<file path="src/hdl/fsp_pkg.sv">
// ============================================================================
// fsp_pkg: shared types and constants of the floppy track sector parser
// Byte codes of the track layout, register indexes, state codes and the
// structs that carry parser context, results and configuration.
// ============================================================================
package fsp_pkg;

    // byte codes of the track layout
    localparam logic [7:0] FILL_BYTE = 8'h4E;
    localparam logic [7:0] ZERO_BYTE = 8'h00;
    localparam logic [7:0] SYNC_BYTE = 8'hA1;
    localparam logic [7:0] ID_MARK   = 8'hFE;

    // run lengths of the fixed parts of a sector
    localparam logic [10:0] SYNC_COUNT = 11'd3;
    localparam logic [10:0] CRC_COUNT  = 11'd2;
    localparam logic [7:0]  TALLY_MAX  = 8'd255;

    // configuration register indexes
    localparam int unsigned CFG_INDEX_W = 3;
    localparam logic [CFG_INDEX_W-1:0] REG_GAP2_FILL_MIN   = 3'd0;
    localparam logic [CFG_INDEX_W-1:0] REG_GAP2_ZERO_COUNT = 3'd1;
    localparam logic [CFG_INDEX_W-1:0] REG_GAP3_FILL_MIN   = 3'd2;
    localparam logic [CFG_INDEX_W-1:0] REG_GAP3_ZERO_COUNT = 3'd3;
    localparam logic [CFG_INDEX_W-1:0] REG_SECTOR_BYTES    = 3'd4;

    // configuration reset values
    localparam logic [7:0]  GAP2_FILL_MIN_RST   = 8'd15;
    localparam logic [7:0]  GAP2_ZERO_COUNT_RST = 8'd8;
    localparam logic [7:0]  GAP3_FILL_MIN_RST   = 8'd22;
    localparam logic [7:0]  GAP3_ZERO_COUNT_RST = 8'd8;
    localparam logic [10:0] SECTOR_BYTES_RST    = 11'd256;

    // parser states, one-hot
    typedef enum logic [15:0] {
        ST_HUNT   = 16'h0001,
        ST_G2FILL = 16'h0002,
        ST_G2ZERO = 16'h0004,
        ST_G2SYNC = 16'h0008,
        ST_IDMARK = 16'h0010,
        ST_TRACK  = 16'h0020,
        ST_SIDE   = 16'h0040,
        ST_SECTOR = 16'h0080,
        ST_LEN    = 16'h0100,
        ST_IDCRC  = 16'h0200,
        ST_G3FILL = 16'h0400,
        ST_G3ZERO = 16'h0800,
        ST_G3SYNC = 16'h1000,
        ST_DMARK  = 16'h2000,
        ST_DATA   = 16'h4000,
        ST_DCRC   = 16'h8000
    } fsp_state_t;

    // reported state codes
    localparam logic [3:0] CODE_HUNT   = 4'd0;
    localparam logic [3:0] CODE_G2FILL = 4'd1;
    localparam logic [3:0] CODE_G2ZERO = 4'd2;
    localparam logic [3:0] CODE_G2SYNC = 4'd3;
    localparam logic [3:0] CODE_IDMARK = 4'd4;
    localparam logic [3:0] CODE_TRACK  = 4'd5;
    localparam logic [3:0] CODE_SIDE   = 4'd6;
    localparam logic [3:0] CODE_SECTOR = 4'd7;
    localparam logic [3:0] CODE_LEN    = 4'd8;
    localparam logic [3:0] CODE_IDCRC  = 4'd9;
    localparam logic [3:0] CODE_G3FILL = 4'd10;
    localparam logic [3:0] CODE_G3ZERO = 4'd11;
    localparam logic [3:0] CODE_G3SYNC = 4'd12;
    localparam logic [3:0] CODE_DMARK  = 4'd13;
    localparam logic [3:0] CODE_DATA   = 4'd14;
    localparam logic [3:0] CODE_DCRC   = 4'd15;

    // parser context carried from word to word
    typedef struct packed {
        fsp_state_t  state;
        logic [10:0] run_count;
        logic [7:0]  held_track;
        logic [7:0]  held_side;
        logic [7:0]  held_sector;
        logic [7:0]  held_length;
        logic [7:0]  held_mark;
        logic [15:0] crc_shift;
        logic [7:0]  sector_tally;
    } fsp_ctx_t;

    // one result word
    typedef struct packed {
        logic [3:0] parse_state;
        logic       id_valid;
        logic [7:0] id_track;
        logic [7:0] id_side;
        logic [7:0] id_sector;
        logic [7:0] id_length_code;
        logic [7:0] data_mark;
        logic       data_valid;
        logic [7:0] data_byte;
        logic       sector_done;
        logic [7:0] sectors_in_track;
    } fsp_result_t;

    // configuration registers
    typedef struct packed {
        logic [7:0]  gap2_fill_min;
        logic [7:0]  gap2_zero_count;
        logic [7:0]  gap3_fill_min;
        logic [7:0]  gap3_zero_count;
        logic [10:0] sector_bytes;
    } fsp_cfg_t;

endpackage

</file>
<file path="src/hdl/fsp_cfg.sv">
// ============================================================================
// fsp_cfg: configuration registers of the floppy track sector parser
// Decodes the register index of each configuration write and holds the
// gap, zero-run and sector length settings.
// ============================================================================
module fsp_cfg
(
    input  logic                           clk,
    input  logic                           rst_n,
    input  logic                           wr_en,
    input  logic [fsp_pkg::CFG_INDEX_W-1:0] wr_index,
    input  logic [10:0]                    wr_data,
    output fsp_pkg::fsp_cfg_t              cfg
);

    import fsp_pkg::*;

    fsp_cfg_t cfg_reg;
    fsp_cfg_t cfg_next;

    // index decode
    always_comb
    begin
        cfg_next = cfg_reg;
        if (wr_en)
        begin
            unique case (wr_index)
                REG_GAP2_FILL_MIN:   cfg_next.gap2_fill_min   = wr_data[7:0];
                REG_GAP2_ZERO_COUNT: cfg_next.gap2_zero_count = wr_data[7:0];
                REG_GAP3_FILL_MIN:   cfg_next.gap3_fill_min   = wr_data[7:0];
                REG_GAP3_ZERO_COUNT: cfg_next.gap3_zero_count = wr_data[7:0];
                REG_SECTOR_BYTES:    cfg_next.sector_bytes    = wr_data;
                default:             cfg_next = cfg_reg;
            endcase
        end
    end

    // register storage
    always_ff @(posedge clk or negedge rst_n)
    begin
        if (!rst_n)
        begin
            cfg_reg.gap2_fill_min   <= GAP2_FILL_MIN_RST;
            cfg_reg.gap2_zero_count <= GAP2_ZERO_COUNT_RST;
            cfg_reg.gap3_fill_min   <= GAP3_FILL_MIN_RST;
            cfg_reg.gap3_zero_count <= GAP3_ZERO_COUNT_RST;
            cfg_reg.sector_bytes    <= SECTOR_BYTES_RST;
        end
        else
        begin
            cfg_reg <= cfg_next;
        end
    end

    assign cfg = cfg_reg;

endmodule

</file>
<file path="src/hdl/fsp_step.sv">
// ============================================================================
// fsp_step: next-state logic of the floppy track sector parser
// Judges one track byte against the sector layout and gives the updated
// parser context together with the result word for that byte.
// ============================================================================
module fsp_step
(
    input  logic                 track_start,
    input  logic [7:0]           raw_byte,
    input  fsp_pkg::fsp_cfg_t    cfg,
    input  fsp_pkg::fsp_ctx_t    ctx_cur,
    output fsp_pkg::fsp_ctx_t    ctx_nxt,
    output fsp_pkg::fsp_result_t res
);

    import fsp_pkg::*;

    typedef struct packed {
        fsp_state_t  state;
        logic [10:0] count;
    } run_t;

    // fill run: count fill bytes up to the minimum, leave on a zero at the minimum
    function automatic run_t fill_step(
        input logic [7:0]  b,
        input logic [10:0] count,
        input logic [7:0]  minimum,
        input fsp_state_t  stay,
        input fsp_state_t  leave
    );
        run_t r;
        r.state = stay;
        r.count = count;
        if (b == FILL_BYTE)
        begin
            if (count < {3'b000, minimum})
            begin
                r.count = count + 11'd1;
            end
        end
        else if ((b == ZERO_BYTE) && (count == {3'b000, minimum}))
        begin
            r.count = 11'd1;
            r.state = leave;
        end
        else
        begin
            r.state = ST_HUNT;
        end
        return r;
    endfunction

    // zero run: count zeros up to the need, leave on a sync byte at the need
    function automatic run_t zero_step(
        input logic [7:0]  b,
        input logic [10:0] count,
        input logic [7:0]  need,
        input fsp_state_t  stay,
        input fsp_state_t  leave
    );
        run_t r;
        r.state = stay;
        r.count = count;
        if (b == ZERO_BYTE)
        begin
            if (count < {3'b000, need})
            begin
                r.count = count + 11'd1;
            end
        end
        else if ((b == SYNC_BYTE) && (count == {3'b000, need}))
        begin
            r.count = 11'd1;
            r.state = leave;
        end
        else
        begin
            r.state = ST_HUNT;
        end
        return r;
    endfunction

    // sync run: three sync bytes in a row
    function automatic run_t sync_step(
        input logic [7:0]  b,
        input logic [10:0] count,
        input fsp_state_t  stay,
        input fsp_state_t  leave
    );
        run_t r;
        r.state = stay;
        r.count = count + 11'd1;
        if (b != SYNC_BYTE)
        begin
            r.state = ST_HUNT;
            r.count = count;
        end
        else if (r.count == SYNC_COUNT)
        begin
            r.state = leave;
        end
        return r;
    endfunction

    // reported code of a state
    function automatic logic [3:0] state_code(input fsp_state_t s);
        logic [3:0] c;
        unique case (s)
            ST_G2FILL: c = CODE_G2FILL;
            ST_G2ZERO: c = CODE_G2ZERO;
            ST_G2SYNC: c = CODE_G2SYNC;
            ST_IDMARK: c = CODE_IDMARK;
            ST_TRACK:  c = CODE_TRACK;
            ST_SIDE:   c = CODE_SIDE;
            ST_SECTOR: c = CODE_SECTOR;
            ST_LEN:    c = CODE_LEN;
            ST_IDCRC:  c = CODE_IDCRC;
            ST_G3FILL: c = CODE_G3FILL;
            ST_G3ZERO: c = CODE_G3ZERO;
            ST_G3SYNC: c = CODE_G3SYNC;
            ST_DMARK:  c = CODE_DMARK;
            ST_DATA:   c = CODE_DATA;
            ST_DCRC:   c = CODE_DCRC;
            default:   c = CODE_HUNT;
        endcase
        return c;
    endfunction

    fsp_ctx_t    ctx;
    run_t        run;
    logic [10:0] cnt_inc;
    logic        id_done;
    logic        data_strobe;
    logic [7:0]  data_out;
    logic        sector_end;

    // parser transition for one byte
    always_comb
    begin
        ctx         = ctx_cur;
        run         = '{state: ST_HUNT, count: 11'd0};
        id_done     = 1'b0;
        data_strobe = 1'b0;
        data_out    = 8'h00;
        sector_end  = 1'b0;

        // track start restarts the hunt and the sector count
        if (track_start)
        begin
            ctx.state        = ST_HUNT;
            ctx.run_count    = 11'd0;
            ctx.sector_tally = 8'd0;
        end

        // a byte seen while hunting is the first byte of the gap fill
        if (ctx.state == ST_HUNT)
        begin
            ctx.run_count = 11'd0;
            ctx.state     = ST_G2FILL;
        end

        cnt_inc = ctx.run_count + 11'd1;

        unique case (ctx.state)
            ST_G2FILL:
            begin
                run = fill_step(raw_byte, ctx.run_count, cfg.gap2_fill_min,
                                ST_G2FILL, ST_G2ZERO);
                ctx.state     = run.state;
                ctx.run_count = run.count;
            end
            ST_G2ZERO:
            begin
                run = zero_step(raw_byte, ctx.run_count, cfg.gap2_zero_count,
                                ST_G2ZERO, ST_G2SYNC);
                ctx.state     = run.state;
                ctx.run_count = run.count;
            end
            ST_G2SYNC:
            begin
                run = sync_step(raw_byte, ctx.run_count, ST_G2SYNC, ST_IDMARK);
                ctx.state     = run.state;
                ctx.run_count = run.count;
            end
            ST_IDMARK:
            begin
                ctx.state = (raw_byte == ID_MARK) ? ST_TRACK : ST_HUNT;
            end
            ST_TRACK:
            begin
                ctx.held_track = raw_byte;
                ctx.state      = ST_SIDE;
            end
            ST_SIDE:
            begin
                ctx.held_side = raw_byte;
                ctx.state     = ST_SECTOR;
            end
            ST_SECTOR:
            begin
                ctx.held_sector = raw_byte;
                ctx.state       = ST_LEN;
            end
            ST_LEN:
            begin
                ctx.held_length = raw_byte;
                ctx.run_count   = 11'd0;
                ctx.state       = ST_IDCRC;
            end
            ST_IDCRC:
            begin
                ctx.crc_shift = {ctx.crc_shift[7:0], raw_byte};
                ctx.run_count = cnt_inc;
                if (cnt_inc == CRC_COUNT)
                begin
                    id_done       = 1'b1;
                    ctx.run_count = 11'd0;
                    ctx.state     = ST_G3FILL;
                end
            end
            ST_G3FILL:
            begin
                run = fill_step(raw_byte, ctx.run_count, cfg.gap3_fill_min,
                                ST_G3FILL, ST_G3ZERO);
                ctx.state     = run.state;
                ctx.run_count = run.count;
            end
            ST_G3ZERO:
            begin
                run = zero_step(raw_byte, ctx.run_count, cfg.gap3_zero_count,
                                ST_G3ZERO, ST_G3SYNC);
                ctx.state     = run.state;
                ctx.run_count = run.count;
            end
            ST_G3SYNC:
            begin
                run = sync_step(raw_byte, ctx.run_count, ST_G3SYNC, ST_DMARK);
                ctx.state     = run.state;
                ctx.run_count = run.count;
            end
            ST_DMARK:
            begin
                ctx.held_mark = raw_byte;
                ctx.run_count = 11'd0;
                ctx.state     = ST_DATA;
            end
            ST_DATA:
            begin
                data_strobe   = 1'b1;
                data_out      = raw_byte;
                ctx.run_count = cnt_inc;
                // a wrapped count ends the field as well
                if ((cnt_inc >= cfg.sector_bytes) || (cnt_inc == 11'd0))
                begin
                    ctx.run_count = 11'd0;
                    ctx.state     = ST_DCRC;
                end
            end
            ST_DCRC:
            begin
                ctx.crc_shift = {ctx.crc_shift[7:0], raw_byte};
                ctx.run_count = cnt_inc;
                if (cnt_inc == CRC_COUNT)
                begin
                    sector_end = 1'b1;
                    if (ctx.sector_tally < TALLY_MAX)
                    begin
                        ctx.sector_tally = ctx.sector_tally + 8'd1;
                    end
                    ctx.state = ST_HUNT;
                end
            end
            default:
            begin
                ctx.state = ST_HUNT;
            end
        endcase
    end

    // result word for this byte
    assign ctx_nxt                  = ctx;
    assign res.parse_state          = state_code(ctx.state);
    assign res.id_valid             = id_done;
    assign res.id_track             = ctx.held_track;
    assign res.id_side              = ctx.held_side;
    assign res.id_sector            = ctx.held_sector;
    assign res.id_length_code       = ctx.held_length;
    assign res.data_mark            = ctx.held_mark;
    assign res.data_valid           = data_strobe;
    assign res.data_byte            = data_out;
    assign res.sector_done          = sector_end;
    assign res.sectors_in_track     = ctx.sector_tally;

endmodule

</file>
<file path="src/hdl/floppy_track_sector_parser.sv">
// ============================================================================
// floppy_track_sector_parser: MFM floppy track layout parser
// Walks the gap, sync, ID field and data field of each sector of a decoded
// track, one byte per word, and reports ID fields, data strobes and counts.
// ============================================================================
// Usage:
//   Input channel (in_valid/in_ready) carries raw_byte and track_start, one
//   track byte per word; track_start restarts the hunt and the sector count
//   before that byte is judged.
//   Output channel (out_valid/out_ready) returns exactly one result word per
//   input word, in order: parse_state, the held ID fields and data mark,
//   data_valid/data_byte strobes, sector_done and sectors_in_track.
//   Configuration channel (cfg_valid/cfg_ready, cfg_index, cfg_data) writes
//   the gap, zero-run and sector length registers; cfg_ready is always high
//   and writes beyond the register list are dropped. Write only when idle.
//   The path runs from the input register through one pass of the parser
//   logic to the result register, from which the result word is taken.
//   Throughput: one word per cycle, sustained while the receiver keeps
//   out_ready high.
//   When the receiver stalls, the result register holds and the input
//   register takes one more word; in_ready then drops until the result moves.
//   Reset clears the parser context, the sector count and both handshakes,
//   and loads the register defaults; no clearing pass is needed.
// ============================================================================
module floppy_track_sector_parser
(
    input  logic                            clk,
    input  logic                            rst_n,
    // input words
    input  logic                            in_valid,
    output logic                            in_ready,
    input  logic [7:0]                      raw_byte,
    input  logic                            track_start,
    // result words
    output logic                            out_valid,
    input  logic                            out_ready,
    output logic [3:0]                      parse_state,
    output logic                            id_valid,
    output logic [7:0]                      id_track,
    output logic [7:0]                      id_side,
    output logic [7:0]                      id_sector,
    output logic [7:0]                      id_length_code,
    output logic [7:0]                      data_mark,
    output logic                            data_valid,
    output logic [7:0]                      data_byte,
    output logic                            sector_done,
    output logic [7:0]                      sectors_in_track,
    // configuration writes
    input  logic                            cfg_valid,
    output logic                            cfg_ready,
    input  logic [fsp_pkg::CFG_INDEX_W-1:0] cfg_index,
    input  logic [10:0]                     cfg_data
);

    import fsp_pkg::*;

    logic        in_valid_reg;
    logic [7:0]  in_byte_reg;
    logic        in_start_reg;
    logic        out_valid_reg;
    fsp_result_t res_reg;
    fsp_ctx_t    ctx_reg;

    fsp_cfg_t    cfg;
    fsp_ctx_t    ctx_next;
    fsp_result_t res_next;
    logic        advance;
    logic        in_take;

    // configuration registers
    assign cfg_ready = 1'b1;

    fsp_cfg u_cfg
    (
        .clk      (clk),
        .rst_n    (rst_n),
        .wr_en    (cfg_valid),
        .wr_index (cfg_index),
        .wr_data  (cfg_data),
        .cfg      (cfg)
    );

    // parser logic between input and result registers
    fsp_step u_step
    (
        .track_start (in_start_reg),
        .raw_byte    (in_byte_reg),
        .cfg         (cfg),
        .ctx_cur     (ctx_reg),
        .ctx_nxt     (ctx_next),
        .res         (res_next)
    );

    // handshake control
    assign advance  = in_valid_reg && (!out_valid_reg || out_ready);
    assign in_ready = !in_valid_reg || advance;
    assign in_take  = in_valid && in_ready;

    // input register
    always_ff @(posedge clk or negedge rst_n)
    begin
        if (!rst_n)
        begin
            in_valid_reg <= 1'b0;
        end
        else if (in_take)
        begin
            in_valid_reg <= 1'b1;
        end
        else if (advance)
        begin
            in_valid_reg <= 1'b0;
        end
    end

    always_ff @(posedge clk)
    begin
        if (in_take)
        begin
            in_byte_reg  <= raw_byte;
            in_start_reg <= track_start;
        end
    end

    // parser context
    always_ff @(posedge clk or negedge rst_n)
    begin
        if (!rst_n)
        begin
            ctx_reg.state        <= ST_HUNT;
            ctx_reg.run_count    <= 11'd0;
            ctx_reg.held_track   <= 8'd0;
            ctx_reg.held_side    <= 8'd0;
            ctx_reg.held_sector  <= 8'd0;
            ctx_reg.held_length  <= 8'd0;
            ctx_reg.held_mark    <= 8'd0;
            ctx_reg.crc_shift    <= 16'd0;
            ctx_reg.sector_tally <= 8'd0;
        end
        else if (advance)
        begin
            ctx_reg <= ctx_next;
        end
    end

    // result register
    always_ff @(posedge clk or negedge rst_n)
    begin
        if (!rst_n)
        begin
            out_valid_reg <= 1'b0;
        end
        else if (advance)
        begin
            out_valid_reg <= 1'b1;
        end
        else if (out_ready)
        begin
            out_valid_reg <= 1'b0;
        end
    end

    always_ff @(posedge clk)
    begin
        if (advance)
        begin
            res_reg <= res_next;
        end
    end

    // result ports
    assign out_valid        = out_valid_reg;
    assign parse_state      = res_reg.parse_state;
    assign id_valid         = res_reg.id_valid;
    assign id_track         = res_reg.id_track;
    assign id_side          = res_reg.id_side;
    assign id_sector        = res_reg.id_sector;
    assign id_length_code   = res_reg.id_length_code;
    assign data_mark        = res_reg.data_mark;
    assign data_valid       = res_reg.data_valid;
    assign data_byte        = res_reg.data_byte;
    assign sector_done      = res_reg.sector_done;
    assign sectors_in_track = res_reg.sectors_in_track;

endmodule

</file>
<file path="config.mk">
export PLATFORM = sky130hd
export DESIGN_NAME = floppy_track_sector_parser
export DESIGN_NICKNAME = d
export VERILOG_FILES = /design/src/hdl/fsp_pkg.sv /design/src/hdl/fsp_cfg.sv /design/src/hdl/fsp_step.sv /design/src/hdl/floppy_track_sector_parser.sv
export SDC_FILE = /design/constraint.sdc
export NUM_CORES = 1
export LEC_CHECK = 0
export BUFFER_PORTS_ARGS = -buffer_cell sky130_fd_sc_hd__buf_2
export CORE_MARGIN = 2
export CORE_UTILIZATION = 40
export DETAILED_ROUTE_END_ITERATION = 8
export SYNTH_ARGS = -nofsm -noshare
export SYNTH_HDL_FRONTEND = slang
export SYNTH_SLANG_ARGS = --single-unit
</file>
<file path="constraint.sdc">
create_clock -name clk -period 4.8 [get_ports clk]
set_input_delay 0.24 -clock clk [delete_from_list [all_inputs] [get_ports clk]]
set_output_delay 0.24 -clock clk [all_outputs]
set_load 0.005 [all_outputs]
</file>
==> results of run 1 <==
-- what timing repair did --
| item | 4_1_cts | 5_1_grt |
|---|---|---|
| endpoints found under the setup margin | 0 | 12 |
| hold buffers | 12 | 0 |
| endpoints found under the hold margin | 41 | 0 |
| resized for setup | 0 | 6 |
-- layout by cell type (no fill, tap or decap), types with 21 or more instances in the layout --
| cell | netlist | routed |
|---|---|---|
| a21oi_1 | 27 | 27 |
| buf_2 | 7 | 91 |
| buf_4 | 1 | 36 |
| dfrtp_1 | 109 | 107 |
| edfxtp_1 | 72 | 72 |
| ha_1 | 48 | 48 |
| inv_1 | 59 | 58 |
| mux2_2 | 60 | 60 |
| nand2_1 | 189 | 188 |
| nand3_1 | 29 | 29 |
| nand4_1 | 21 | 21 |
| nor2_1 | 75 | 74 |
| nor3_1 | 27 | 26 |
| o21ai_0 | 72 | 72 |
-- per-layer routing --
layer	up-vias	part of all wire (%)	GRT usage, %
li1	4066	-	-
met1	4076	47	28.8
met2	249	47	33.5
met3	34	5.0	3.68
met4	0	1.7	5.43
met5	-	0	0
-- logic make-up after synthesis --
kind of cell    share of synthesized area (%)
simple gates                             21.4
compound gates                           11.7
flops                                    49.1
buf+inv                                  3.96
mux                                      6.59
fa+ha+maj                                5.69
xor+xnor                                 1.58
other cells                            0.0355
-- tightest hold or removal path, delay by kind of cell --
family,cells,cell delay (ns)
AOI/OAI and AO/OA,1,0.06
buffers and inverters,1,0.08
and+or+nand+nor,1,0.04
-- final cells by class --
cell class | count | area share, %
clock buffer | 17 | 3.45
sequential | 192 | 42.1
clock inverter | 15 | 1.75
multi-input combinational | 774 | 40.6
timing repair buffer | 139 | 6.87
tap | 335 | 3.40
inverter | 60 | 1.85
-- through the flow --
stage	setup TNS, ns	hold slack, ns	total power [mW]
after floorplan	0	-0.0556	2.37
after global placement	0	0.284	2.60
after detailed placement	0	0.284	2.60
after CTS	0	0.000592	4.14
after global routing	-0.0192	0.0555	4.30
final	0	0.0221	4.10
-- worst paths after layout --
check | startpoint | endpoint | slack (ns) | depth (start not counted)
max in group asynchronous | rst_n | ctx_reg[76] | 3.36 | 3
min reg2reg | ctx_reg[34] | ctx_reg[34] | 0.48 | 2
min in group asynchronous | rst_n | out_valid | 0.35 | 2
max | ctx_reg[80] | ctx_reg[64] | 0.34 | 21
max reg2reg | ctx_reg[80] | ctx_reg[64] | 0.34 | 21
min | cfg_data[9] | u_cfg.cfg[9] | 0.02 | 3
-- power by group --
| part | switching (mW) | total, mW | internal, mW |
|---|---|---|---|
| Combinational | 0.382 | 0.629 | 0.246 |
| Sequential | 0.0735 | 1.95 | 1.88 |
| Clock | 0.788 | 1.52 | 0.734 |
| Total | 1.24 | 4.10 | 2.86 |
==> reports/metrics.csv, run 1 <==
metric,value,unit
status,"finished, final reports clean",
DP Worst Slack,0.0691,ns
clk buf depth,2,
Final Instance Area,12300,µm²
Critical-path top delay cell,dfrtp_1,
Top delay family on crit path,simple AND/OR/NAND/NOR gates,
Buf/Inv on CP,0,
final hold vios,0,
Yosys top cell by area,dfrtp_1,
Worst EP arrival,4.78,ns
Max VDD drop,0.203,mV
CTS HTree Levels,4,
initial antenna violation count,0,
clock root cell,clkbuf_16,
Total Routed Length,28.2,mm
Die Wd,166,µm
max-capacitance violation count,0,
cell repeated most along the worst path,nor2_1,
Post-Synthesis Cells,1072,
HP Class,in2reg,
IO Pins,94,
clock sink count,192,
CP Launch Type,flop,
via count,8425,
vias in the first global route,8267,
Slew HR,43.4,%
sequential cell area,5180,µm²
most frequent cell after synthesis,nand2_1,
Post-Layout Cell Count,1532,
vias per cell,5.50,
CP peak stage delay,0.46,ns
actual slew at the worst max-slew pin,0.849,ns
first-pass GRT wire length,45.5,mm
die area,27700,µm²
crit share post-route,92.9,%
Core Region,26000,µm²
Post-synth EDFFs,72,
Core Rows,59,
synthesis-to-finish area growth,16.6,%
layout cells sized above 1,21.8,%
Final nets,1260,
Pleak,5.46,nW
chip height,166,µm
Netlist cell types,85,
PwrDens,333,nW/µm²
post-CTS setup buffers,0,
Slew Limit Fails,0,
CP endpoint kind,flop,
placed instance area,11500,µm²
DRC,0,
Largest register FFs,75,
clk_skew,0.0209,ns
Starting DRT DRC Count,696,
Tmin final,4.46,ns
# port buffers,92,
Synth Cell Area,10600,µm²
most frequent cells after synthesis,"189 x nand2_1, 109 x dfrtp_1, 75 x nor2_1, 72 x edfxtp_1, 72 x o21ai_0",
multi-input logic area,5000,µm²
Ant. Diodes,0,
crit-path max FO,8,
# setup viols final,0,
Synth top area share,25.8,%
worst skew pair latency,0.45,ns
"Seq/Total Area, Yosys",49.1,%
Overall Global Routing Usage,20.7,%
Initial Utilization,40.6,%
largest net degree at the start of global routing,77,
fin util,47.4,%
Placer Congestion,0.954,
top_reg_cell synth,dfrtp_1,
"FF+latch count, synth",192,
syn avg cell area,9.85,µm²
Final ANT Viol Nets,0,
CP cell instances,nor4_2 > a41oi_2 > and2_1 > ha_1 > nand2_1 > nor2_1 > nand2_1 > nor2_2 > and3_1 > xnor2_1 > nor2_1 > ha_1 > a21oi_1 > nor3b_1 > o311a_1 > o21ai_0 > a211o_1 > and3_4 > nand4_1 > nor4_1 > nor2_1,
placed cell count,1488,
gr ovfl total,0,
Syn Nets,1148,
Synth async-reset ratio,62.5,%
drt pass-1 iters,5,
post-route setup slack,0.339,ns
WL/cell,18.4,µm
TritonCTS clock tree,yes,
YS warnings,0,
CP Class,reg2reg,
hpwl dp,20.1,mm
Worst Path Required,5.12,ns
Max Fclk,224,MHz
Synth area leaders,"dfrtp_1 26%, edfxtp_1 20%, nand2_1 6.7%",
"CTS clk-pin slew, worst paths",0.08,ns
fillers,2456,
cts bufs inserted,17,
Note: power is estimated with default switching activity, not from simulation.
==> inputs of run 2 (changes only) <==
- CORE_MARGIN: 2 -> not set
- SYNTH_HIERARCHICAL: not set -> 1
==> reports/metrics.csv, run 2 <==
metric,value,unit
Largest register FFs,75,
max-capacitance violation count,0,
Ant. Diodes,0,
placed instance area,11700,µm²
Slew Limit Fails,0,
Final nets,1074,
CP endpoint kind,flop,
# port buffers,92,
worst skew pair latency,0.45,ns
busiest metal layer after global routing,met2,
Fin Setup TNS,0,ns
CP peak stage delay,0.58,ns
Starting DRT DRC Count,542,
DRC,0,
CP Launch Type,flop,
Worst EP arrival,4.88,ns
Max Fclk,220,MHz
Post-Synthesis Cells,926,
initial antenna violation count,0,
CTS HTree Levels,4,
crit-path max FO,7,
syn avg cell area,12.0,µm²
synthesis-to-finish area growth,11.9,%
hpwl dp,19.3,mm
clk buf depth,2,
IO Pins,94,
Final ANT Viol Nets,0,
Total Routed Length,26.9,mm
actual slew at the worst max-slew pin,1.05,ns
Tmin final,4.55,ns
vias per cell,5.38,
cts bufs inserted,17,
Syn Nets,1002,
Synth Cell Area,11100,µm²
PwrDens,308,nW/µm²
TritonCTS clock tree,yes,
largest net degree at the start of global routing,57,
Core Region,27200,µm²
GRT met2 Usage,29.1,%
"CTS clk-pin slew, worst paths",0.09,ns
Pleak,5.69,nW
Die Wd,169,µm
die area,28500,µm²
fin util,45.9,%
CP cell instances,nor4_4 > a21oi_2 > nor2_1 > o21ai_2 > nand2_2 > inv_1 > ha_1 > nand2_1 > and3b_1 > xnor2_2 > nor2_1 > ha_1 > nand2_1 > nor3_2 > o21ai_0 > o211ai_1 > a31o_2 > a311oi_1 > or4b_4 > o211ai_1 > nand3_1 > mux2_4,
YS warnings,6,
Core Rows,60,
Max VDD drop,0.193,mV
crit share post-route,94.8,%
vias in the first global route,7185,
fillers,2548,
Slew HR,30.0,%
final hold vios,0,
Placer Congestion,0.911,
CP Class,reg2reg,
first-pass GRT wire length,42.1,mm
grt met1 use,28.4,%
Initial Utilization,41.0,%
clock sink count,192,
Worst Path Required,5.13,ns
WL/cell,19.4,µm
via count,7438,
drt pass-1 iters,5,
# setup viols final,0,
clock root cell,clkbuf_16,
Fin Hold WS,0.0230,ns
clk_skew,0.0186,ns
"commonest non-fill, non-tap cell in the layout",dfrtp_1,
chip height,169,µm
Final Instance Area,12500,µm²
HP Class,in2reg,
Critical-path top delay cell,or4b_4,
M3 GR Usage,3.13,%
layout cells sized above 1,34.7,%
status,"finished, final reports clean",
Overall Global Routing Usage,19.3,%
most frequent cells in the layout,"105 x dfrtp_1, 91 x buf_2, 83 x mux2_2",
gr ovfl total,0,
[run 2: changes by cell type in the layout (fill, tap and decap cells not counted), sizes merged, moves of 6 or more]
cell,delta
nor2,-24
nand3,-7
a21oi,-6
nand2,-149
o21ai,-56
mux2,+98
inv,-7
[run 2: routing by layer]
layer / wire length, µm / vias up
met4: 446 / 0
met5: 0 / -
met2: 11900 / 249
met1: 13100 / 3655
met3: 1430 / 33
li1: - / 3501
[run 2: power breakdown]
group | total, mW | internal, mW | switching [mW]
clock network | 1.51 | 0.731 | 0.778
logic | 0.431 | 0.198 | 0.233
registers | 1.90 | 1.84 | 0.0664
[run 2: repair_timing]
item / CTS / global route
hold buffers: 11 / 0
endpoints found under the hold margin: 40 / 0
endpoints found under the setup margin: 0 / 11
buffers inserted: 0 / 1
resized for setup: 0 / 11
[run 2: stage by stage]
| stage | instances | worst slack [ns] | power [mW] |
|---|---|---|---|
| floorplan | 926 | 0.0636 | 2.22 |
| global placement | 1339 | 0.173 | 2.35 |
| detailed placement | 1339 | 0.0994 | 2.36 |
| CTS | 1382 | 0.0420 | 3.89 |
| global route | 1383 | -0.0227 | 4.02 |
| finish | 1383 | 0.252 | 3.84 |
[run 2: final cells by class]
cell class | count | area (µm²) | share of cell area, %
multi-input combinational | 601 | 5190 | 41.6
clock inverter | 15 | 216 | 1.74
tap | 372 | 465 | 3.73
sequential | 192 | 5180 | 41.6
clock buffer | 17 | 425 | 3.41
inverter | 53 | 199 | 1.59
timing repair buffer | 133 | 798 | 6.40
[run 2: worst paths after layout]
kind | slack, ns | cells past startpoint | endpoint | startpoint
worst max register to register | 0.25 | 22 | ctx_reg[66] | ctx_reg[84]
worst min-delay path | 0.02 | 2 | u_cfg/cfg[10] | cfg_data[10]
max in group asynchronous | 3.45 | 3 | ctx_reg[1] | rst_n
worst max-delay path | 0.25 | 22 | ctx_reg[66] | ctx_reg[84]
worst min register to register | 0.49 | 1 | ctx_reg[39] | ctx_reg[39]
min in group asynchronous | 0.30 | 2 | in_valid_reg | rst_n
[run 2: worst max-delay path: cells and delay by family, from the launching register on]
family | cells | cell delay, ns
mux | 1 | 0.28
buf+inv | 1 | 0.06
simple gates | 10 | 2.02
flops | 1 | 0.45
compound gates | 7 | 0.93
fa+ha+maj | 2 | 0.54
xor+xnor | 1 | 0.16
